### config.mk
export PLATFORM = sky130hd
export DESIGN_NAME = sactl_way_select
export DESIGN_NICKNAME = d
export VERILOG_FILES = /design/src/sactl_pkg.sv /design/src/sactl_way_select.sv
export SDC_FILE = /design/constraint.sdc
export NUM_CORES = 1
export LEC_CHECK = 0
export ABC_AREA = 1
export BUFFER_PORTS_ARGS = -buffer_cell sky130_fd_sc_hd__buf_2
export CAP_MARGIN = 20
export CORE_AREA = 2 2 182 184
export DETAILED_ROUTE_END_ITERATION = 7
export DIE_AREA = 0 0 184 186
export PLACE_DENSITY = 0.57
export REMOVE_ABC_BUFFERS = 1
export SLEW_MARGIN = 20
export SYNTH_ARGS = -nofsm -noshare
export SYNTH_HDL_FRONTEND = slang
export SYNTH_SLANG_ARGS = --single-unit
### constraint.sdc
create_clock -name vclk -period 15.5
set_input_delay 1.55 -clock vclk [all_inputs]
set_output_delay 1.55 -clock vclk [all_outputs]
set_load 0.02 [all_outputs]
### src/sactl_pkg.sv
// Shared types and codes of the set-associative cache tag lookup.
// Used by the way selector, the top level and the testbench.
package sactl_pkg;

  // Fixed field widths of the request and result.
  localparam int SetInW   = 8;
  localparam int TagInW   = 20;
  localparam int WayOutW  = 3;
  localparam int StatW    = 32;
  localparam int StampW   = 32;
  localparam int WayMaxW  = 6;
  localparam int CfgDataW = 4;

  // Access kind.
  localparam logic ActRead  = 1'b0;
  localparam logic ActWrite = 1'b1;

  // Replacement policy codes.
  localparam logic PolicyLru  = 1'b0;
  localparam logic PolicyFifo = 1'b1;

  // Configuration register indexes.
  localparam logic CfgPolicy = 1'b0;
  localparam logic CfgWays   = 1'b1;

  // Outcome of the way search over one set.
  typedef struct packed {
    logic               hit;
    logic               wb;
    logic [WayMaxW-1:0] way;
  } sel_t;

endpackage

### src/sactl_way_select.sv
// Way search of one cache set: hit detection and victim choice.
// Depends on sactl_pkg for the selection result type.
module sactl_way_select
  import sactl_pkg::*;
#(
  parameter int WAYS     = 8,
  parameter int TAG_BITS = 20,
  parameter int CNT_W    = 4
) (
  input  logic [WAYS-1:0]            valid_i,
  input  logic [WAYS-1:0]            dirty_i,
  input  logic [WAYS*TAG_BITS-1:0]   tags_i,
  input  logic [WAYS*StampW-1:0]     stamps_i,
  input  logic [TAG_BITS-1:0]        tag_i,
  input  logic [CNT_W-1:0]           n_ways_i,
  output sel_t                       sel_o
);

  logic               hit;
  logic [WayMaxW-1:0] hit_way;
  logic               free;
  logic [WayMaxW-1:0] free_way;
  logic [StampW-1:0]  best;
  logic [WayMaxW-1:0] lru_way;
  logic [WayMaxW-1:0] way;

  // First matching way, first invalid way and oldest stamp among searched ways.
  always_comb begin
    hit      = 1'b0;
    hit_way  = '0;
    free     = 1'b0;
    free_way = '0;
    best     = stamps_i[0 +: StampW];
    lru_way  = '0;
    for (int j = WAYS - 1; j >= 0; j--) begin
      if (32'(j) < 32'(n_ways_i)) begin
        if (valid_i[j] && tags_i[j*TAG_BITS +: TAG_BITS] == tag_i) begin
          hit     = 1'b1;
          hit_way = WayMaxW'(j);
        end
        if (!valid_i[j]) begin
          free     = 1'b1;
          free_way = WayMaxW'(j);
        end
      end
    end
    for (int j = 1; j < WAYS; j++) begin
      if (32'(j) < 32'(n_ways_i) && stamps_i[j*StampW +: StampW] < best) begin
        best    = stamps_i[j*StampW +: StampW];
        lru_way = WayMaxW'(j);
      end
    end
    way = hit ? hit_way : (free ? free_way : lru_way);
    sel_o.hit = hit;
    sel_o.way = way;
    sel_o.wb  = !hit && valid_i[way[$clog2(WAYS > 1 ? WAYS : 2)-1:0]]
                && dirty_i[way[$clog2(WAYS > 1 ? WAYS : 2)-1:0]];
  end

endmodule

==> summary by stage, run 1 <==
Finish
Of the cells placed in the final design, the portion with a size suffix greater than 1 is 34.5%. The final standard cell utilization of the core is 49.1%. For this run, the post-layout net count is 3114.

Compared with the post-synthesis result, the final layout area differs by 48.2%. The combined flip-flop and latch cell area is 0 um2. Summing all non-filler instances in the final layout gives an area of 15800 um2. The total of clock buffers placed in the layout is 0. The count of fill cells added during filler insertion is 3455. The number of sequential cells is 0.

Global routing
The first-pass GRT wire length is 82900 um. The number of antenna violations at the first check in global routing is 20. The via count of the first global-routing pass is 14500. The remaining global-route overflow is 0. The pin count of the biggest net entering global routing is 34. Global routing consumed, over all layers together, 32.1% of the routing resources.

Setup path
The classification of the worst setup path is in -> out. Of all nets on the critical path, the largest fanout is 19. The element type at the critical path end is a primary output. In this design, the stage delay of the slowest critical-path cell is 0.55 ns. At the worst endpoint, the required time is 13.95 ns. STA classifies the critical path startpoint as an input pin. The dominant cell type by count on the critical path is sky130_fd_sc_hd__nand2_1. For the worst setup path, the data arrival time is 13.72 ns.

For this design, the slowest cell found on the critical path is sky130_fd_sc_hd__or4_4.

Placed design
Once detailed placement completed, the half-perimeter wirelength came to 50600 um. The post-place setup slack is -0.872 ns. At the end of routability-driven placement, the weighted congestion stood at 1.02. Buffers placed on the I/O ports in this run total 461.

The post-place instance area is 14200 um2.

Timing
Across all setup checks in the final design, the least slack found is 0.231 ns. Setup violations remaining at the end of the flow were counted as 0. The worst path uses 98.5% of the clock period.

Summed over all failing endpoints, the final setup total negative slack is 0 ns. The achievable frequency is 65.5 MHz. Setup repair after global routing could not meet its margin everywhere. The time the final worst path needs with I/O delays and setup is 15.27 ns.

The number of max-slew violations in the final report was 0. The count of final hold-check violations came to 0. Headroom to the max-slew limit came out at 48.8%. For the pin with the worst max-slew slack, the measured transition is 0.768 ns. Across all hold checks on the routed design, the worst slack comes to 3.74 ns.

Die
The number of top-level pins is 464. The number of core rows is 66. In this run the horizontal extent of the chip is 184 um.

The die covers 34200 um2. The initial core utilization is 33.2%. The overall die height is 186 um. In this run the standard cell core region covers 32200 um2.

Synth
The synthesized instance count is 1873. The number of different library cells used by synthesis comes to 57. The summed instance area of the synthesized netlist is 10700 um2. The average cell area after synthesis is 5.70 um2.

For this run, the number of Yosys warnings is 0. Sequential elements use 0% of the synthesized area.

Route
Before antenna repair, the detailed router went through 6 iterations. For this block, the initial DRC count from the detailed router was 959. For this run, design rule violations remaining after detail routing come to 0. The routed layout has 15800 vias.

The routed length per instance is 21.0 um. The post-route antenna net violation count is 0. The total detailed-routing wirelength is 60400 um. The via count normalized by instance count is 5.49.

Power and ir drop
The total power density per cell area is 81.5 nW/um2. The leakage power is 8.34 nW. The maximum VDD drop is 0.0297 mV.

Clock network
The number of hold buffers added after CTS was 0.

Min path
The class of the tightest hold or removal check is in -> out.

Run
The reported max-cap violation count is 0.

Status
The run finished with clean final reports.
-- report_power, final --
group | total (mW) | switching [mW] | internal [mW] | leakage [nW]
Clock | 0.000000147 | 0 | 0.000000147 | 0.000108
Sequential | 0 | 0 | 0 | 0
Combinational | 1.29 | 0.708 | 0.582 | 8.34
Total | 1.29 | 0.708 | 0.582 | 8.34
-- what timing repair did --
item / 4_1_cts / 5_1_grt
setup endpoints to repair: 4 / 4
setup buffers: 6 / 22
resized for setup: 54 / 228
cloned: 7 / 14
pin swaps: 15 / 90
-- cells in the mapped netlist, types with 9 or more instances --
cell	count	area share [%]
sky130_fd_sc_hd__a21oi_1	92	4.3
sky130_fd_sc_hd__nand4_1	67	3.9
sky130_fd_sc_hd__or2_2	45	2.6
sky130_fd_sc_hd__nand3b_1	9	0.63
sky130_fd_sc_hd__a2111oi_0	10	0.82
sky130_fd_sc_hd__nor4_1	36	2.1
sky130_fd_sc_hd__buf_4	9	0.63
sky130_fd_sc_hd__clkbuf_1	51	1.8
sky130_fd_sc_hd__nor3_1	34	1.6
sky130_fd_sc_hd__ha_1	209	24
sky130_fd_sc_hd__nand3_1	74	3.5
sky130_fd_sc_hd__inv_2	9	0.32
sky130_fd_sc_hd__nor2_1	119	4.2
sky130_fd_sc_hd__o2111ai_1	12	0.98
sky130_fd_sc_hd__a211oi_1	17	1.2
sky130_fd_sc_hd__nand2_1	534	19
sky130_fd_sc_hd__nand2_2	13	0.76
sky130_fd_sc_hd__xnor2_1	17	1.4
sky130_fd_sc_hd__o21ai_0	231	11
sky130_fd_sc_hd__xor2_1	31	2.5
sky130_fd_sc_hd__inv_1	171	6.0
-- layer usage --
layer | vias to the layer above | share of wire [%] | routed length (um) | global-route usage (%)
li1 | 7704 | - | - | -
met1 | 7192 | 42 | 25200 | 41.1
met2 | 729 | 46 | 27600 | 53.6
met3 | 150 | 8.2 | 4960 | 5.50
met4 | 6 | 4.5 | 2690 | 12.6
met5 | - | 0.063 | 38 | 0
-- cell families after synthesis --
family / count (synthesis) / synth area share [%]
adders and majority gates: 209 / 24.5
buffers and inverters: 246 / 9.06
other: 1 / 0.0351
and+or+nand+nor: 958 / 40.3
AOI/OAI and AO/OA: 411 / 22.2
xor gates and xnor gates: 48 / 3.93
-- final cells by class --
class | count | area, um2 | area share (%)
Antenna cell | 17 | 42.5 | 0.269
Inverter | 182 | 683 | 4.32
Multi-Input combinational cell | 1638 | 10700 | 67.4
Tap cell | 408 | 510 | 3.23
Timing Repair Buffer | 627 | 3930 | 24.8
-- metrics by stage --
stage	power, mW	cells
floorplan	0.597	1811
global placement	1.03	2807
detailed placement	1.05	2807
CTS	1.09	2820
global route	1.43	2867
finish	1.29	2872
-- cells in the final DEF (no fill, tap or decap), types with 7 or more instances in the layout --
master and instances:
sky130_fd_sc_hd__inv_1 166, sky130_fd_sc_hd__xnor2_1 17, sky130_fd_sc_hd__a21oi_1 75, sky130_fd_sc_hd__buf_4 130, sky130_fd_sc_hd__nand4_1 67, sky130_fd_sc_hd__o21ai_1 67
sky130_fd_sc_hd__diode_2 17, sky130_fd_sc_hd__a211oi_2 7, sky130_fd_sc_hd__nand3b_1 9, sky130_fd_sc_hd__nor4_1 34, sky130_fd_sc_hd__nand2_1 517, sky130_fd_sc_hd__o21ai_2 29
sky130_fd_sc_hd__nor2_1 114, sky130_fd_sc_hd__or2_2 45, sky130_fd_sc_hd__nand3_1 69, sky130_fd_sc_hd__nand2_2 19, sky130_fd_sc_hd__xor2_1 31, sky130_fd_sc_hd__nand2_8 14
sky130_fd_sc_hd__nand2_4 12, sky130_fd_sc_hd__buf_2 461, sky130_fd_sc_hd__nor3_1 28, sky130_fd_sc_hd__a21oi_2 16, sky130_fd_sc_hd__buf_12 10, sky130_fd_sc_hd__o21ai_0 134
sky130_fd_sc_hd__inv_2 14, sky130_fd_sc_hd__a211oi_1 10, sky130_fd_sc_hd__ha_1 196, sky130_fd_sc_hd__buf_6 13, sky130_fd_sc_hd__a2111oi_0 9, sky130_fd_sc_hd__clkbuf_16 9
sky130_fd_sc_hd__o2111ai_1 12, sky130_fd_sc_hd__ha_4 12
-- path summary, 6_finish.rpt --
kind / cells after the start / slack [ns] / to / start
max: 81 / 0.23 / sel_o[6] / stamps_i[27]
min: 8 / 3.74 / sel_o[6] / dirty_i[3]
-- worst max-delay path, delay by kind of cell --
family | cells | cell delay [ns]
AND/OR/NAND/NOR | 41 | 5.22
AO/OA/AOI/OAI | 17 | 2.47
buffers and inverters | 16 | 2.26
adder cells (fa/ha/maj) | 7 | 2.15
Note: power is estimated with default switching activity, not from simulation.
==> run 2: changes to the inputs <==
==> constraint.sdc (replaced) <==
create_clock -name vclk -period 16.2
set_input_delay 1.62 -clock vclk [all_inputs]
set_output_delay 1.62 -clock vclk [all_outputs]
set_load 0.02 [all_outputs]
==> summary by stage, run 2 (synthesis results as in run 1) <==
Status
The run finished with clean final reports.

Route
The remaining routing DRC violations came to 0 (unchanged). The routed length per instance is 21.5 um (+2.1%). The total detailed-routing wirelength was 59600 um (-1.4%). The via count normalized by instance count is 5.55 (+0.96%). The total iterations of the first detailed-routing run is 6 (unchanged).

The post-route antenna net violation count is 0 (unchanged). The number of vias after detailed routing was 15400 (-2.5%). The number of violations reported at the end of detailed-routing iteration 0 came to 1245 (+30%).

Finish
The final net count is 3020 (-3.0%). The most common cell after layout, fill and taps aside is sky130_fd_sc_hd__nand2_1. The final cell count without fillers was 2775 (-3.4%). The layout-stage area growth over the synthesis result is 38.0%.

The count of fill cells added during filler insertion is 3462 (+0.20%). The total of clock buffers placed in the layout came to 0 (unchanged). The combined flip-flop and latch cell area was 0 um2 (unchanged). Leaving out fill and tap cells, the most frequent cells in the layout are sky130_fd_sc_hd__nand2_1, sky130_fd_sc_hd__buf_2, sky130_fd_sc_hd__ha_1, sky130_fd_sc_hd__inv_1, sky130_fd_sc_hd__o21ai_0. The share of post-route cells with drive strength above 1 was 30.4% (-4.1 points). The post-route cell area came to 14700 um2 (-6.9%). The number of sequential cells is 0 (unchanged). The final standard cell utilization of the core was 45.8% (-3.4 points).

Timing
The achievable frequency is 64.1 MHz. The number of max-slew violations in the final report is 0 (unchanged). The count of final hold-check violations came to 0 (unchanged). The post-route fraction of the period consumed by the critical path is 96.3%. The hold slack is 3.96 ns (+0.219 ns). The least setup slack across all paths after layout is 0.595 ns (+0.363 ns). The setup TNS after final layout is 0 ns (unchanged). The time the final worst path needs with I/O delays and setup is 15.61 ns. The number of failing setup endpoints in the final timing report is 0 (unchanged). The max-slew headroom at the worst pin was 53.0% (+4.2 points).

The transition time at the pin with the least slew margin came to 0.701 ns (-0.0664 ns).

Global routing
The first-pass GRT wire length is 82000 um (-1.2%). The number of antenna violations at the first check in global routing is 18 (-10%). The remaining global-route overflow was 0 (unchanged). The global router's overall resource usage is 31.6% (-0.55 points). The pin count of the biggest net entering global routing is 35 (+2.9%).

The via count of the first global-routing pass is 14400 (-0.97%).

Power and ir drop
The overall power was 1.05 mW (-18%). The share of total power in the clock network came to 0% (unchanged). The maximum VDD drop is 0.0321 mV (+8.0%).

The net switching fraction of the power was 59.5% (+4.6 points). The register share of total power is 0% (unchanged). The total power density per cell area is 71.4 nW/um2 (-12%). The combinational group share of total power is 100.0% (about the same). The power spent charging and discharging nets is 0.626 mW (-12%). The leakage power is 7.84 nW (-6.0%). The internal power component was 0.426 mW (-27%).

Placed design
The estimated wirelength of the detail-placed design came to 50000 um (-1.2%). The post-place setup slack was -1.24 ns (-0.372 ns). The cell count after placement is 2716 (-3.2%). The final weighted congestion in routability-driven placement is 1.05 (+3.0%). The post-place instance area is 13600 um2 (-4.5%). The number of buffers added on ports is 461 (unchanged).

Setup path
The required time at the worst-slack endpoint is 14.58 ns (+0.63 ns). The longest individual stage delay on the worst path came to 0.53 ns (-0.02 ns). The critical path startpoint category is an input pin. The data arrival time at the worst-slack endpoint is 13.99 ns (+0.27 ns). The critical path is of the in -> out type. The element type at the critical path end is a primary output. The dominant cell type by count on the critical path is sky130_fd_sc_hd__nand2_1. The maximum fanout count along the critical path was 34 (+15). The largest individual stage delay along the critical path comes from the cell sky130_fd_sc_hd__a2111oi_4.

Die
The die width is 184 um (unchanged). The number of top-level pins is 464 (unchanged). The standard cell core area was 32200 um2 (unchanged). The number of core rows is 66 (unchanged).

The initial core utilization came to 33.2% (unchanged). The overall die area is 34200 um2 (unchanged). The overall die height is 186 um (unchanged).

Run
The reported max-cap violation count is 0 (unchanged).

Min path
The class of the tightest hold or removal check is in -> out.
-- run 2: changes by cell type in the layout (fill, tap and decap cells not counted), moves of 6 or more --
cell                      previous run  this run
sky130_fd_sc_hd__buf_4             130        49
sky130_fd_sc_hd__o21ai_0           134       158
sky130_fd_sc_hd__o21ai_1            67        49
sky130_fd_sc_hd__buf_6              13         4
sky130_fd_sc_hd__ha_1              196       204
sky130_fd_sc_hd__ha_4               12         5
sky130_fd_sc_hd__nand2_1           517       524
sky130_fd_sc_hd__o21ai_2            29        23
-- run 2: area by class of cell --
type | count | area (um2) | share of cell area [%]
Antenna cell | 14 | 35.0 | 0.238
Inverter | 182 | 683 | 4.63
Multi-Input combinational cell | 1638 | 10400 | 70.3
Tap cell | 408 | 510 | 3.46
Timing Repair Buffer | 533 | 3150 | 21.3
-- run 2: worst paths after layout --
| path | startpoint | slack (ns) | depth (start not counted) | endpoint |
|---|---|---|---|---|
| worst max-delay path | stamps_i[31] | 0.59 | 77 | sel_o[6] |
| worst min-delay path | dirty_i[6] | 3.96 | 7 | sel_o[6] |
-- run 2: critical path, delay by kind of cell --
family / cells / cell delay, ns
and+or+nand+nor: 36 / 4.49
adders and majority gates: 7 / 2.06
AOI/OAI and AO/OA: 20 / 3.70
buffers and inverters: 14 / 2.07
-- run 2: repair_timing --
action,CTS,global route
resized for setup,51,142
pin swaps,13,49
hold buffers,0,0
buffers inserted,8,21
endpoints found under the setup margin,4,4
gates cloned,3,13
-- run 2: metal layers --
| metal | up-vias | track usage, % | part of all wire (%) |
|---|---|---|---|
| li1 | 7513 | - | - |
| met1 | 7049 | 40.1 | 42 |
| met2 | 696 | 53.1 | 46 |
| met3 | 130 | 4.50 | 8.0 |
| met4 | 6 | 13.9 | 4.7 |
| met5 | - | 0 | 0.067 |
-- run 2: power groups by stage --
stage / Sequential (mW) / Clock [mW] / Combinational [mW]
floorplan: 0 / 0 / 0.571
global placement: 0 / 0 / 0.883
detailed placement: 0 / 0 / 0.895
CTS: 0 / 0 / 0.928
global route: 0 / 0.0000000828 / 1.19
finish: 0 / 0.000000116 / 1.05
==> run 3: changes to the inputs <==
--- a/config.mk
+++ b/config.mk
@@ -8,10 +8,11 @@
 export ABC_AREA = 1
 export BUFFER_PORTS_ARGS = -buffer_cell sky130_fd_sc_hd__buf_2
 export CAP_MARGIN = 20
-export CORE_AREA = 2 2 182 184
+export CORE_AREA = 5 5 179 181
 export DETAILED_ROUTE_END_ITERATION = 7
 export DIE_AREA = 0 0 184 186
-export PLACE_DENSITY = 0.57
+export GPL_ROUTABILITY_DRIVEN = 0
+export PLACE_DENSITY = 0.61
 export REMOVE_ABC_BUFFERS = 1
 export SLEW_MARGIN = 20
 export SYNTH_ARGS = -nofsm -noshare
==> summary by stage, run 3 (synthesis results as in run 1) <==
Status
The run finished with clean final reports.

Placed design
The cell count after placement came to 2682 (-1.3%). The number of buffers added on ports is 461 (unchanged). The post-place setup slack is -0.643 ns (+0.600 ns). The estimated wirelength of the detail-placed design was 46100 um (-7.8%).

Timing
The transition time at the pin with the least slew margin is 0.746 ns (+0.0447 ns). The least setup slack across all paths after layout is 0.996 ns (+0.401 ns). The max-slew headroom at the worst pin came to 50.0% (-3.0 points). The number of failing setup endpoints in the final timing report is 0 (unchanged). The post-route fraction of the period consumed by the critical path is 93.9% (-2.5 points).

The time the final worst path needs with I/O delays and setup is 15.20 ns (-0.401 ns). The achievable frequency is 65.8 MHz (+2.6%). The count of final hold-check violations came to 0 (unchanged). The number of max-slew violations in the final report was 0 (unchanged).

Route
The routed length per instance is 19.3 um (-10%). The total iterations of the first detailed-routing run came to 7 (+1). The post-route antenna net violation count is 0 (unchanged).

The via count normalized by instance count is 5.45 (-1.7%). The total detailed-routing wirelength is 52200 um (-12%). The number of vias after detailed routing is 14700 (-4.2%). The remaining routing DRC violations came to 0 (unchanged). The number of violations reported at the end of detailed-routing iteration 0 is 795 (-36%).

Global routing
The remaining global-route overflow is 0 (unchanged). The first-pass GRT wire length is 74500 um (-9.1%). The global router's overall resource usage is 27.6% (-4.0 points). The number of antenna violations at the first check in global routing is 29 (+11). The via count of the first global-routing pass was 14200 (-1.3%). The pin count of the biggest net entering global routing was 56 (+60%).

Setup path
The required time at the worst-slack endpoint is 14.58 ns (about the same). The critical path is of the in -> out type. The data arrival time at the worst-slack endpoint came to 13.58 ns (-0.41 ns). STA classifies the critical path startpoint as an input pin. The element type at the critical path end is a primary output. The maximum fanout count along the critical path is 33 (-2.9%). Among all stages on the critical path, the largest delay is contributed by sky130_fd_sc_hd__or4_1. The longest individual stage delay on the worst path came to 0.58 ns (+0.05 ns).

The critical path launch point is stamps_i[5]. The dominant cell type by count on the critical path is sky130_fd_sc_hd__nand2_1.

Finish
Leaving out fill and tap cells, the most frequent cells in the layout are sky130_fd_sc_hd__nand2_1, sky130_fd_sc_hd__buf_2, sky130_fd_sc_hd__ha_1, sky130_fd_sc_hd__o21ai_0, sky130_fd_sc_hd__inv_1. The total of clock buffers placed in the layout is 0 (unchanged). The layout-stage area growth over the synthesis result is 28.0%. The final net count is 2966 (-1.8%). The share of post-route cells with drive strength above 1 is 25.8% (-4.6 points). The combined flip-flop and latch cell area came to 0 um2 (unchanged). The final standard cell utilization of the core is 45.2% (-0.60 points).

The library cell used most frequently in the layout, excluding fill and tap cells, is sky130_fd_sc_hd__nand2_1. The number of sequential cells is 0 (unchanged). The final cell count without fillers is 2704 (-2.6%).

Min path
The class of the tightest hold or removal check is in -> out. The destination of the worst hold path is sel_o[6]. The number of instances on the worst hold path was 6 (-1). The startpoint of the tightest hold check path is dirty_i[6].

Run
The reported max-cap violation count is 0 (unchanged).

Die
The number of top-level pins was 464 (unchanged). The number of core rows was 64 (-3.0%). The initial core utilization came to 35.3% (+2.1 points). The die width is 184 um (unchanged). The overall die area is 34200 um2 (unchanged). The standard cell core area came to 30300 um2 (-6.0%). The overall die height is 186 um (unchanged).

Power and ir drop
The maximum VDD drop is 0.0268 mV (-16%). The total power density per cell area was 65.2 nW/um2 (-8.6%). The leakage power is 7.40 nW (-5.6%).

Clock network
The quantity of hold-fixing buffers added after cts is 0 (unchanged).
==> run 3: metal layers <==
layer,track usage [%],vias up,routed length [um]
li1,-,7375,-
met1,28.0,6371,17700
met2,52.0,744,25600
met3,8.21,207,5540
met4,12.3,44,3060
met5,0,-,252
==> run 3: report_power, final <==
part | internal [mW] | switching [mW]
Clock | 0.0000000744 | 0
Sequential | 0 | 0
Combinational | 0.348 | 0.544
==> run 3: cell type report <==
type | instances | area, um2
Timing Repair Buffer | 484 | 2530
Multi-Input combinational cell | 1633 | 9950
Inverter | 182 | 683
Tap cell | 396 | 495
Antenna cell | 9 | 22.5
Fill cell | 3307 | 16600
==> run 3: how the worst max path moves through the flow <==
| stage | endpoint | slack (ns) | depth (start not counted) |
|---|---|---|---|
| floorplan | sel_o[6] | 1.02 | 68 |
| global placement | sel_o[6] | -0.22 | 72 |
| CTS | sel_o[6] | 0.08 | 77 |
| detailed placement | sel_o[6] | -0.64 | 74 |
| finish | sel_o[6] | 1.0 | 75 |
| global route | sel_o[6] | -0.04 | 78 |
==> run 3: through the flow <==
stage,setup TNS [ns],total power [mW],hold WS [ns],instance area [um2]
after floorplan,0,0.571,3.55,10400
after detailed placement,-1.44,0.838,3.80,13300
after global routing,-0.0435,1.02,3.87,13700
final,0,0.892,3.80,13700
after CTS,0,0.846,3.81,13300
after global placement,-0.225,0.812,3.80,13300
==> run 3: timing repair <==
| item | 4_1_cts | 5_1_grt |
|---|---|---|
| cloned | 0 | 4 |
| endpoints found under the setup margin | 4 | 4 |
| resized for setup | 8 | 51 |
| pin swaps | 1 | 8 |
| buffers inserted | 0 | 9 |
==> run 3: critical path: cells and delay by family <==
| kind | cells | cell delay (ns) |
|---|---|---|
| simple gates | 40 | 5.13 |
| compound gates | 21 | 3.60 |
| fa+ha+maj | 7 | 2.15 |
| buf+inv | 7 | 1.03 |
